==> src/sv/sidt_pkg.sv <==
`default_nettype none
package sidt_pkg;

	localparam int NUM_DIGITS      = 10;
	localparam int VALUE_W         = 32;
	localparam int BCD_DIGITS      = 10;
	localparam int BCD_W           = 4 * BCD_DIGITS;
	localparam int COUNT_W         = 4;
	localparam int STEPS_PER_STAGE = 8;
	localparam int DABBLE_STAGES   = VALUE_W / STEPS_PER_STAGE;
	localparam int SHIFT_W         = BCD_W + VALUE_W;

	// Work in flight between the conversion stages.
	typedef struct packed {
		logic               negative;
		logic [BCD_W-1:0]   bcd;
		logic [VALUE_W-1:0] bin;
	} dd_t;

	// One shift-add-3 step over the joined BCD and binary register.
	function automatic logic [SHIFT_W-1:0] dabble_step(input logic [SHIFT_W-1:0] x);
		logic [SHIFT_W-1:0] y;
		y = x;
		for (int i = 0; i < BCD_DIGITS; i++) begin
			if (y[VALUE_W + 4*i +: 4] >= 4'd5) begin
				y[VALUE_W + 4*i +: 4] = y[VALUE_W + 4*i +: 4] + 4'd3;
			end
		end
		return {y[SHIFT_W-2:0], 1'b0};
	endfunction

endpackage
`default_nettype wire

==> src/sv/sidt_in_if.sv <==
`default_nettype none
interface sidt_in_if;
	logic                              valid;
	logic                              ready;
	logic signed [sidt_pkg::VALUE_W-1:0] value;

	modport source (output valid, output value, input ready);
	modport sink (input valid, input value, output ready);
endinterface
`default_nettype wire

==> src/sv/sidt_out_if.sv <==
`default_nettype none
interface sidt_out_if;
	logic                            valid;
	logic                            ready;
	logic                            negative;
	logic [sidt_pkg::BCD_W-1:0]      digits_bcd;
	logic [sidt_pkg::COUNT_W-1:0]    digit_count;
	logic                            overflow;

	modport source (output valid, output negative, output digits_bcd,
		output digit_count, output overflow, input ready);
	modport sink (input valid, input negative, input digits_bcd,
		input digit_count, input overflow, output ready);
endinterface
`default_nettype wire

==> src/sv/sidt_dabble_stage.sv <==
`default_nettype none
// Eight double-dabble steps followed by the stage register.
module sidt_dabble_stage (
	input  wire logic          clk,
	input  wire logic          arst_n,
	input  wire logic          en,
	input  wire logic          valid_i,
	input  wire sidt_pkg::dd_t dd_i,
	output logic               valid_q,
	output sidt_pkg::dd_t      dd_q
);

	logic [sidt_pkg::SHIFT_W-1:0] shift_d;

	always_comb begin
		shift_d = {dd_i.bcd, dd_i.bin};
		for (int s = 0; s < sidt_pkg::STEPS_PER_STAGE; s++) begin
			shift_d = sidt_pkg::dabble_step(shift_d);
		end
	end

	always_ff @(posedge clk or negedge arst_n) begin
		if (!arst_n) begin
			valid_q <= 1'b0;
		end else if (en) begin
			valid_q <= valid_i;
		end
	end

	always_ff @(posedge clk) begin
		if (en) begin
			dd_q.negative <= dd_i.negative;
			dd_q.bcd      <= shift_d[sidt_pkg::SHIFT_W-1:sidt_pkg::VALUE_W];
			dd_q.bin      <= shift_d[sidt_pkg::VALUE_W-1:0];
		end
	end

endmodule
`default_nettype wire

==> src/sv/signed_int_to_decimal_digits_top.sv <==
`default_nettype none
// Six register stages: stage 1, the four double-dabble stages and the output register.
// Throughput: one request per cycle unless dout stalls; the pipeline advances
// whenever the output register is empty or taken, so a stall on dout holds every stage.
// The four double-dabble stages each handle 8 of the 32 magnitude bits.
// Reset clears all valid bits at once; no clearing pass is needed.
module signed_int_to_decimal_digits_top (
	input  wire logic   clk,
	input  wire logic   arst_n,
	sidt_in_if.sink     din,
	sidt_out_if.source  dout
);

	logic          en;
	logic          valid_s1;
	sidt_pkg::dd_t dd_s1;
	logic          valid_st [sidt_pkg::DABBLE_STAGES+1];
	sidt_pkg::dd_t dd_st    [sidt_pkg::DABBLE_STAGES+1];

	logic                            valid_s6;
	logic                            negative_s6;
	logic [sidt_pkg::BCD_W-1:0]      bcd_s6;
	logic [sidt_pkg::COUNT_W-1:0]    count_s6;
	logic                            overflow_s6;

	logic                            in_neg;
	logic [sidt_pkg::VALUE_W-1:0]    in_mag;
	sidt_pkg::dd_t                   last_dd;
	logic [sidt_pkg::COUNT_W-1:0]    count_d;
	logic [sidt_pkg::BCD_W-1:0]      bcd_d;
	logic                            overflow_d;

	assign en        = !valid_s6 || dout.ready;
	assign din.ready = en;

	// Stage 1: sign and magnitude.
	assign in_neg = din.value[sidt_pkg::VALUE_W-1];
	assign in_mag = in_neg ? (sidt_pkg::VALUE_W'(0) - sidt_pkg::VALUE_W'(din.value))
	                       : sidt_pkg::VALUE_W'(din.value);

	always_ff @(posedge clk or negedge arst_n) begin
		if (!arst_n) begin
			valid_s1 <= 1'b0;
		end else if (en) begin
			valid_s1 <= din.valid;
		end
	end

	always_ff @(posedge clk) begin
		if (en) begin
			dd_s1.negative <= in_neg;
			dd_s1.bcd      <= '0;
			dd_s1.bin      <= in_mag;
		end
	end

	assign valid_st[0] = valid_s1;
	assign dd_st[0]    = dd_s1;

	for (genvar g = 0; g < sidt_pkg::DABBLE_STAGES; g++) begin : g_dabble
		sidt_dabble_stage u_stage (
			.clk     (clk),
			.arst_n  (arst_n),
			.en      (en),
			.valid_i (valid_st[g]),
			.dd_i    (dd_st[g]),
			.valid_q (valid_st[g+1]),
			.dd_q    (dd_st[g+1])
		);
	end

	// Final stage: digit count, store width and overflow.
	assign last_dd = dd_st[sidt_pkg::DABBLE_STAGES];

	always_comb begin
		count_d = sidt_pkg::COUNT_W'(1);
		bcd_d   = '0;
		for (int k = 0; k < sidt_pkg::BCD_DIGITS; k++) begin
			if (last_dd.bcd[4*k +: 4] != 4'd0) begin
				count_d = sidt_pkg::COUNT_W'(k + 1);
			end
			if (k < sidt_pkg::NUM_DIGITS) begin
				bcd_d[4*k +: 4] = last_dd.bcd[4*k +: 4];
			end
		end
		overflow_d = {1'b0, count_d} > (sidt_pkg::COUNT_W + 1)'(sidt_pkg::NUM_DIGITS);
	end

	always_ff @(posedge clk or negedge arst_n) begin
		if (!arst_n) begin
			valid_s6 <= 1'b0;
		end else if (en) begin
			valid_s6 <= valid_st[sidt_pkg::DABBLE_STAGES];
		end
	end

	always_ff @(posedge clk) begin
		if (en) begin
			negative_s6 <= last_dd.negative;
			bcd_s6      <= bcd_d;
			count_s6    <= count_d;
			overflow_s6 <= overflow_d;
		end
	end

	assign dout.valid       = valid_s6;
	assign dout.negative    = negative_s6;
	assign dout.digits_bcd  = bcd_s6;
	assign dout.digit_count = count_s6;
	assign dout.overflow    = overflow_s6;

endmodule
`default_nettype wire
==> src/flat_wrapper.sv <==
// flat-port wrapper written by rule: the top's interface ports become plain ports
module signed_int_to_decimal_digits_top_flat 
  (clk, arst_n, din_valid, din_value, din_ready, dout_valid, dout_negative, dout_digits_bcd, dout_digit_count, dout_overflow, dout_ready);
  sidt_in_if din_i ();
  sidt_out_if dout_i ();
  input  wire logic clk;
  input  wire logic arst_n;
  input wire logic [$bits(din_i.valid)-1:0] din_valid;
  input wire logic [$bits(din_i.value)-1:0] din_value;
  output wire logic [$bits(din_i.ready)-1:0] din_ready;
  output wire logic [$bits(dout_i.valid)-1:0] dout_valid;
  output wire logic [$bits(dout_i.negative)-1:0] dout_negative;
  output wire logic [$bits(dout_i.digits_bcd)-1:0] dout_digits_bcd;
  output wire logic [$bits(dout_i.digit_count)-1:0] dout_digit_count;
  output wire logic [$bits(dout_i.overflow)-1:0] dout_overflow;
  input wire logic [$bits(dout_i.ready)-1:0] dout_ready;
  assign din_i.valid = din_valid;
  assign din_i.value = din_value;
  assign din_ready = din_i.ready;
  assign dout_valid = dout_i.valid;
  assign dout_negative = dout_i.negative;
  assign dout_digits_bcd = dout_i.digits_bcd;
  assign dout_digit_count = dout_i.digit_count;
  assign dout_overflow = dout_i.overflow;
  assign dout_i.ready = dout_ready;
  signed_int_to_decimal_digits_top u_core (.clk(clk), .arst_n(arst_n), .din(din_i), .dout(dout_i));
endmodule
==> config.mk <==
export PLATFORM = sky130hd
export DESIGN_NAME = signed_int_to_decimal_digits_top_flat
export DESIGN_NICKNAME = d
export VERILOG_FILES = /design/src/sv/sidt_pkg.sv /design/src/sv/sidt_in_if.sv /design/src/sv/sidt_out_if.sv /design/src/sv/sidt_dabble_stage.sv /design/src/sv/signed_int_to_decimal_digits_top.sv /design/src/flat_wrapper.sv
export SDC_FILE = /design/constraint.sdc
export NUM_CORES = 1
export LEC_CHECK = 0
export BUFFER_PORTS_ARGS = -buffer_cell sky130_fd_sc_hd__buf_2
export CELL_PAD_IN_SITES_DETAIL_PLACEMENT = 0
export CELL_PAD_IN_SITES_GLOBAL_PLACEMENT = 2
export CORE_UTILIZATION = 43
export DETAILED_ROUTE_END_ITERATION = 10
export HOLD_SLACK_MARGIN = 0.05
export PLACE_DENSITY_LB_ADDON = 0.15
export SLEW_MARGIN = 20
export SYNTH_ARGS = -nofsm -noshare
export SYNTH_HDL_FRONTEND = slang
export SYNTH_SLANG_ARGS = --single-unit
==> constraint.sdc <==
create_clock -name clk -period 19.2 [get_ports clk]
set_input_delay 2.88 -clock clk [delete_from_list [all_inputs] [get_ports clk]]
set_output_delay 2.88 -clock clk [all_outputs]
set_load 0.05 [all_outputs]
# Word-level counts from Yosys, hierarchy flattened
# Cells that the tools add are included.
# word_totals
ff_bits	285
output_inout_bits	48
word_cells	843
# op_classes
n_mux	275
add_sub_neg	266
n_reduce_logical	11
n_lt_le_gt_ge	266
# op_table
cell	count
>= comparator 4 x 3 -> 1 bit (second input constant)	255
2-to-1 mux 4 bit	237
adder 4 x 2 -> 4 bit (second input constant)	234
2-to-1 mux 3 bit	34
adder 3 x 2 -> 3 bit (second input constant)	21
nonzero test 4 bit	9
subtractor 1 x 32 -> 32 bit (first input constant)	1
2-to-1 mux 31 bit	1
adder 1 x 2 -> 3 bit (both inputs constant)	9
>= comparator 1 x 3 -> 1 bit (both inputs constant)	9
greater-than comparator 4 bit (second input constant)	1
2-to-1 mux 2 bit	2
adder 1 x 2 -> 3 bit (second input constant)	1
>= comparator 1 x 3 -> 1 bit (second input constant)	1
logical NOT 1 bit	1
logical OR 1 bit	1
2-to-1 mux 1 bit	1

# Depth between registers and ports, before layout
# logic_depth
depth_word	16
mapped_depth	38
ltp_nobuf	37

# Modules after synthesis
# From an unflattened synthesis, not the netlist that was laid out.
# hier_totals
hier_cells	7131
hier_area_um2	55099.1
# modules_own_cells
module	cells_per_inst	area_per_inst_um2	seq_area_each_um2	n_inst
sidt_dabble_stage	1733	12943.7	1976.9	4
signed_int_to_decimal_digits_top	199	3324.4	2422.3	1

# Worst setup path before layout
# Ideal clock, no wire load.
# synth_timing
path_type	input -> output
startpoint	input dout_ready
endpoint	output din_ready
arrival_ns	9.833
cell_stages	2
path_buffers	1
required_ns	16.320
setup_slack_ns	6.487
cell_sequence	nand2b_1 clkbuf_1
# synth_via
elab_chain_len	1
# synth_lines
item	line_no	source
start: declaration	flat_wrapper.sv:16	input wire logic [$bits(dout_i.ready)-1:0] dout_ready;
logical OR 1 bit	signed_int_to_decimal_digits_top.sv:33	assign en = !valid_s6 || dout.ready;
end: declaration	flat_wrapper.sv:10	output wire logic [$bits(din_i.ready)-1:0] din_ready;
# Every way passes these cells.

# Worst setup path after layout
# layout_timing
startpoint	register u_core.g_dabble[2].u_stage.dd_q[56] in the netlist's numbering
endpoint	register u_core.g_dabble[3].u_stage.dd_q[69] in the netlist's numbering (data pin)
# layout_via
elab_chain_len	16
word_cells_on_any_way	60
# layout_lines
item	line_no	source
start: declaration	sidt_dabble_stage.sv:10	output sidt_pkg::dd_t dd_q
adder 4 x 2 -> 4 bit or >= comparator 4 x 3 -> 1 bit (tied branches)	sidt_pkg.sv:26, sidt_pkg.sv:25	
2-to-1 mux 4 bit *	sidt_pkg.sv:25	if (y[VALUE_W + 4*i +: 4] >= 4'd5) begin
adder 4 x 2 -> 4 bit or >= comparator 4 x 3 -> 1 bit (tied branches)	sidt_pkg.sv:26, sidt_pkg.sv:25	
2-to-1 mux 4 bit	sidt_pkg.sv:25	
adder 4 x 2 -> 4 bit or >= comparator 4 x 3 -> 1 bit (tied branches)	sidt_pkg.sv:26, sidt_pkg.sv:25	
2-to-1 mux 4 bit	sidt_pkg.sv:25	
adder 4 x 2 -> 4 bit (tied with other cells)	sidt_pkg.sv:26	y[VALUE_W + 4*i +: 4] = y[VALUE_W + 4*i +: 4] + 4'd3;
2-to-1 mux 4 bit or 2-to-1 mux 3 bit (tied branches)	sidt_pkg.sv:25	
adder 4 x 2 -> 4 bit (tied with other cells)	sidt_pkg.sv:26	
2-to-1 mux 4 bit or 2-to-1 mux 3 bit (tied branches)	sidt_pkg.sv:25	
adder 4 x 2 -> 4 bit (tied with other cells)	sidt_pkg.sv:26	
2-to-1 mux 4 bit or 2-to-1 mux 3 bit (tied branches)	sidt_pkg.sv:25	
adder 4 x 2 -> 4 bit (tied with other cells)	sidt_pkg.sv:26	
2-to-1 mux 4 bit or 2-to-1 mux 3 bit (tied branches)	sidt_pkg.sv:25	
>= comparator 4 x 3 -> 1 bit or adder 3 x 2 -> 3 bit (tied branches)	sidt_pkg.sv:25, sidt_pkg.sv:26	
2-to-1 mux 3 bit *	sidt_pkg.sv:25	
named net u_core.g_dabble[3].u_stage.shift_d (one bit)	sidt_dabble_stage.sv:13	logic [sidt_pkg::SHIFT_W-1:0] shift_d;
end: declaration	sidt_dabble_stage.sv:10	
# Mark *: on every way through the listed nets, which the timed path passes. The rest lies on a longest branch.
# A chain may end at the register's enable or synchronous reset.

==> run metrics <==
status=finished clean; Synth area leader=edfxtp_1; Synth Cell Area=approximately 27000 um2; EDFF count, synth=around 230; Setup CP Type=reg2reg; Post-synth top cells=nor2_1, nand2_1, o21ai_0; setup repair bufs after CTS=0; met1 Use GR=between 20% and 30%; TritonCTS clock tree=yes; post-detail-place hpwl=about 44000 um; Slew HR=27.2%; Antenna Cells=0; cts repair resizes=0; floorplan row count=91; Hold Vio Cnt, Final=0; Compound-Gate Fraction of Synth Area=a little under a third; worst slack, placed=about 12 ns; worst slew pin tran=1.08 ns; Synth area leaders=edfxtp_1, ha_1, o21ai_0; CP most frequent cell=ha_1; CP arrival=7.70 ns; initial antenna violation count=0; num ports=84; Via density=5.76; Layout Utilization=47.0%; Req. time, crit path=19.53 ns; synthesized net count=3448; via count=about 24000; Worst Setup End Kind=flop; clk buf depth=3; Worst-Skew Late Latency=just over 0.6 ns; Synth Area in Adders=6.80%; Mean Syn Cell Area=8.20 um2; Critical-path top delay cell=o21ai_0; count leader, synth=nor2_1; Crit path largest cell delay=0.77 ns; max_cap viols=0; Yosys top cell area share=26.1%; synthesized instance count=roughly 3300; fin area=29000 um2; Initial DRC Count=1480; fin crit share=38.4%; average wire per standard cell=between 10 and 15 um; sequential share of the synthesized area=26.7%; DRC viols=0; PnR worst setup slack=between 10 and 15 ns; Starting Density=43.4%; Worst Hold Class=reg2reg; vias in the first global route=22504; ys async rst share=2.51%; Port Buffers=83; GPL Wtd Cong=0.801; CTS clk-pin slew, worst paths=approximately 0.060 ns; largest family of logic cells by synthesized area=compound AO/OA/AOI/OAI gates; final setup TNS=0 ns; grt peak-use layer=met2; Slew Limit Fails=0; post-synthesis simple-gate area fraction=20.2%; synthesis-to-layout area growth=8.17%; Setup Viol. Count Final=0; clk sink count=239; Fmax achieved=0.136 GHz; Yosys cell types=132; Layout fillers=5980; Setup crit start kind=flop; Num CTS Buffers=31; # hold bufs at CTS=0; global-route usage over all layers=17.7%; die width=252 um; unrepaired setup endpoints after global routing=false; top_reg_cell synth=edfxtp_1; GRT met3 Usage=around 1.9%; grt met2 use=between 30% and 40%; die area=63400 um2; antenna viol nets, final=0; minimum clock period=7.37 ns; first-pass GRT wire length=roughly 100000 um; xor/xnor share of the synthesized area=4.70%; nets=~3500; H-tree depth=1; Yosys warning count=0; final WL=57800 um; mux contribution to synthesized area=between 6 and 7%; total iterations of the first detailed-routing run=8; CP Max Fanout=14; Clock Tree Root=clkbuf_16; Placed Area=roughly 28000 um2; core footprint=61700 um2; #FFs+latches synth=239; total gr overflow=0; clk_skew=0.0213 ns; die height=about 250 um; pin count of the biggest net entering global routing=76; share of layout cells above drive strength 1=10.6%
-- worst max-delay path, delay by kind of cell, from the launching register on --
family                   cells  cell delay, ns
adder cells (fa/ha/maj)      6            1.42
XOR/XNOR                     3            0.95
buffers and inverters        4            0.32
AO/OA/AOI/OAI                9            2.60
flip-flops                   1            0.44
AND/OR/NAND/NOR              5            1.41
-- through the flow --
step           hold WS [ns]  std cells
3_5_place_dp          0.405       4110
4_1_cts               0.414       4168
2_1_floorplan         0.400       3271
6_report              0.415       4168
3_3_place_gp          0.400       4110
5_1_grt               0.414       4168
-- registers in the layout, summed over array words and instances (netlist names) --
signal	flops
u_core.dout.valid	1
u_core.dout.digits_bcd	40
u_core.dout.digit_count	4
u_core.g_dabble.u_stage.valid_q	4
u_core.valid_s1	1
u_core.g_dabble.u_stage.dd_q	154
u_core.dout.negative	1
u_core.dout.overflow	1
u_core.dd_s1	33
-- cell usage in the layout (no fill, tap or decap), types with 72 or more instances in the layout --
| master | instances |
|---|---|
| nand2_1 | 293 |
| o21ai_0 | 240 |
| ha_1 | 141 |
| xnor2_1 | 99 |
| nand3_1 | 75 |
| edfxtp_1 | 233 |
| mux2i_1 | 83 |
| nand2b_1 | 72 |
| nor2_1 | 294 |
| buf_2 | 83 |
| a21oi_1 | 221 |
| a211oi_1 | 79 |
| inv_1 | 199 |
-- kinds of logic after synthesis --
family | count (synthesis)
DFF | 239
adders and majority gates | 147
AOI/OAI and AO/OA | 1195
xor gates and xnor gates | 133
other | 1
buffers and inverters | 299
and+or+nand+nor | 1105
muxes | 152
-- layer usage --
metal	part of all wire (%)	vias up
met3	2.7	59
li1	-	12455
met4	1.6	0
met5	0	-
met1	47	11171
met2	49	341
-- area by class of cell --
cell class,count,area [um2],share of cell area [%]
Multi-Input combinational cell,2733,18500,63.8
Sequential cell,239,7150,24.6
Tap cell,837,1050,3.61
Clock buffer,35,801,2.76
Inverter,211,792,2.73
Clock inverter,23,235,0.811
Timing Repair Buffer,90,468,1.61
-- final timing paths --
path                                                startpoint                             endpoint  slack (ns)  depth (start not counted)
max                        u_core.g_dabble[2].u_stage.dd_q[56]  u_core.g_dabble[3].u_stage.dd_q[69]       11.83                         27
min                                           u_core.dd_s1[13]  u_core.g_dabble[0].u_stage.dd_q[21]        0.42                          0
max reg2reg                u_core.g_dabble[2].u_stage.dd_q[56]  u_core.g_dabble[3].u_stage.dd_q[69]       11.83                         27
min reg2reg                                   u_core.dd_s1[13]  u_core.g_dabble[0].u_stage.dd_q[21]        0.42                          0
max in group asynchronous                               arst_n   u_core.g_dabble[0].u_stage.valid_q       16.97                          1
min in group asynchronous                               arst_n                    u_core.dout.valid        2.09                          1
Power is left out: the tool's default activity adds up to more than one toggle a clock period on the data nets, which glitch-free logic cannot reach.
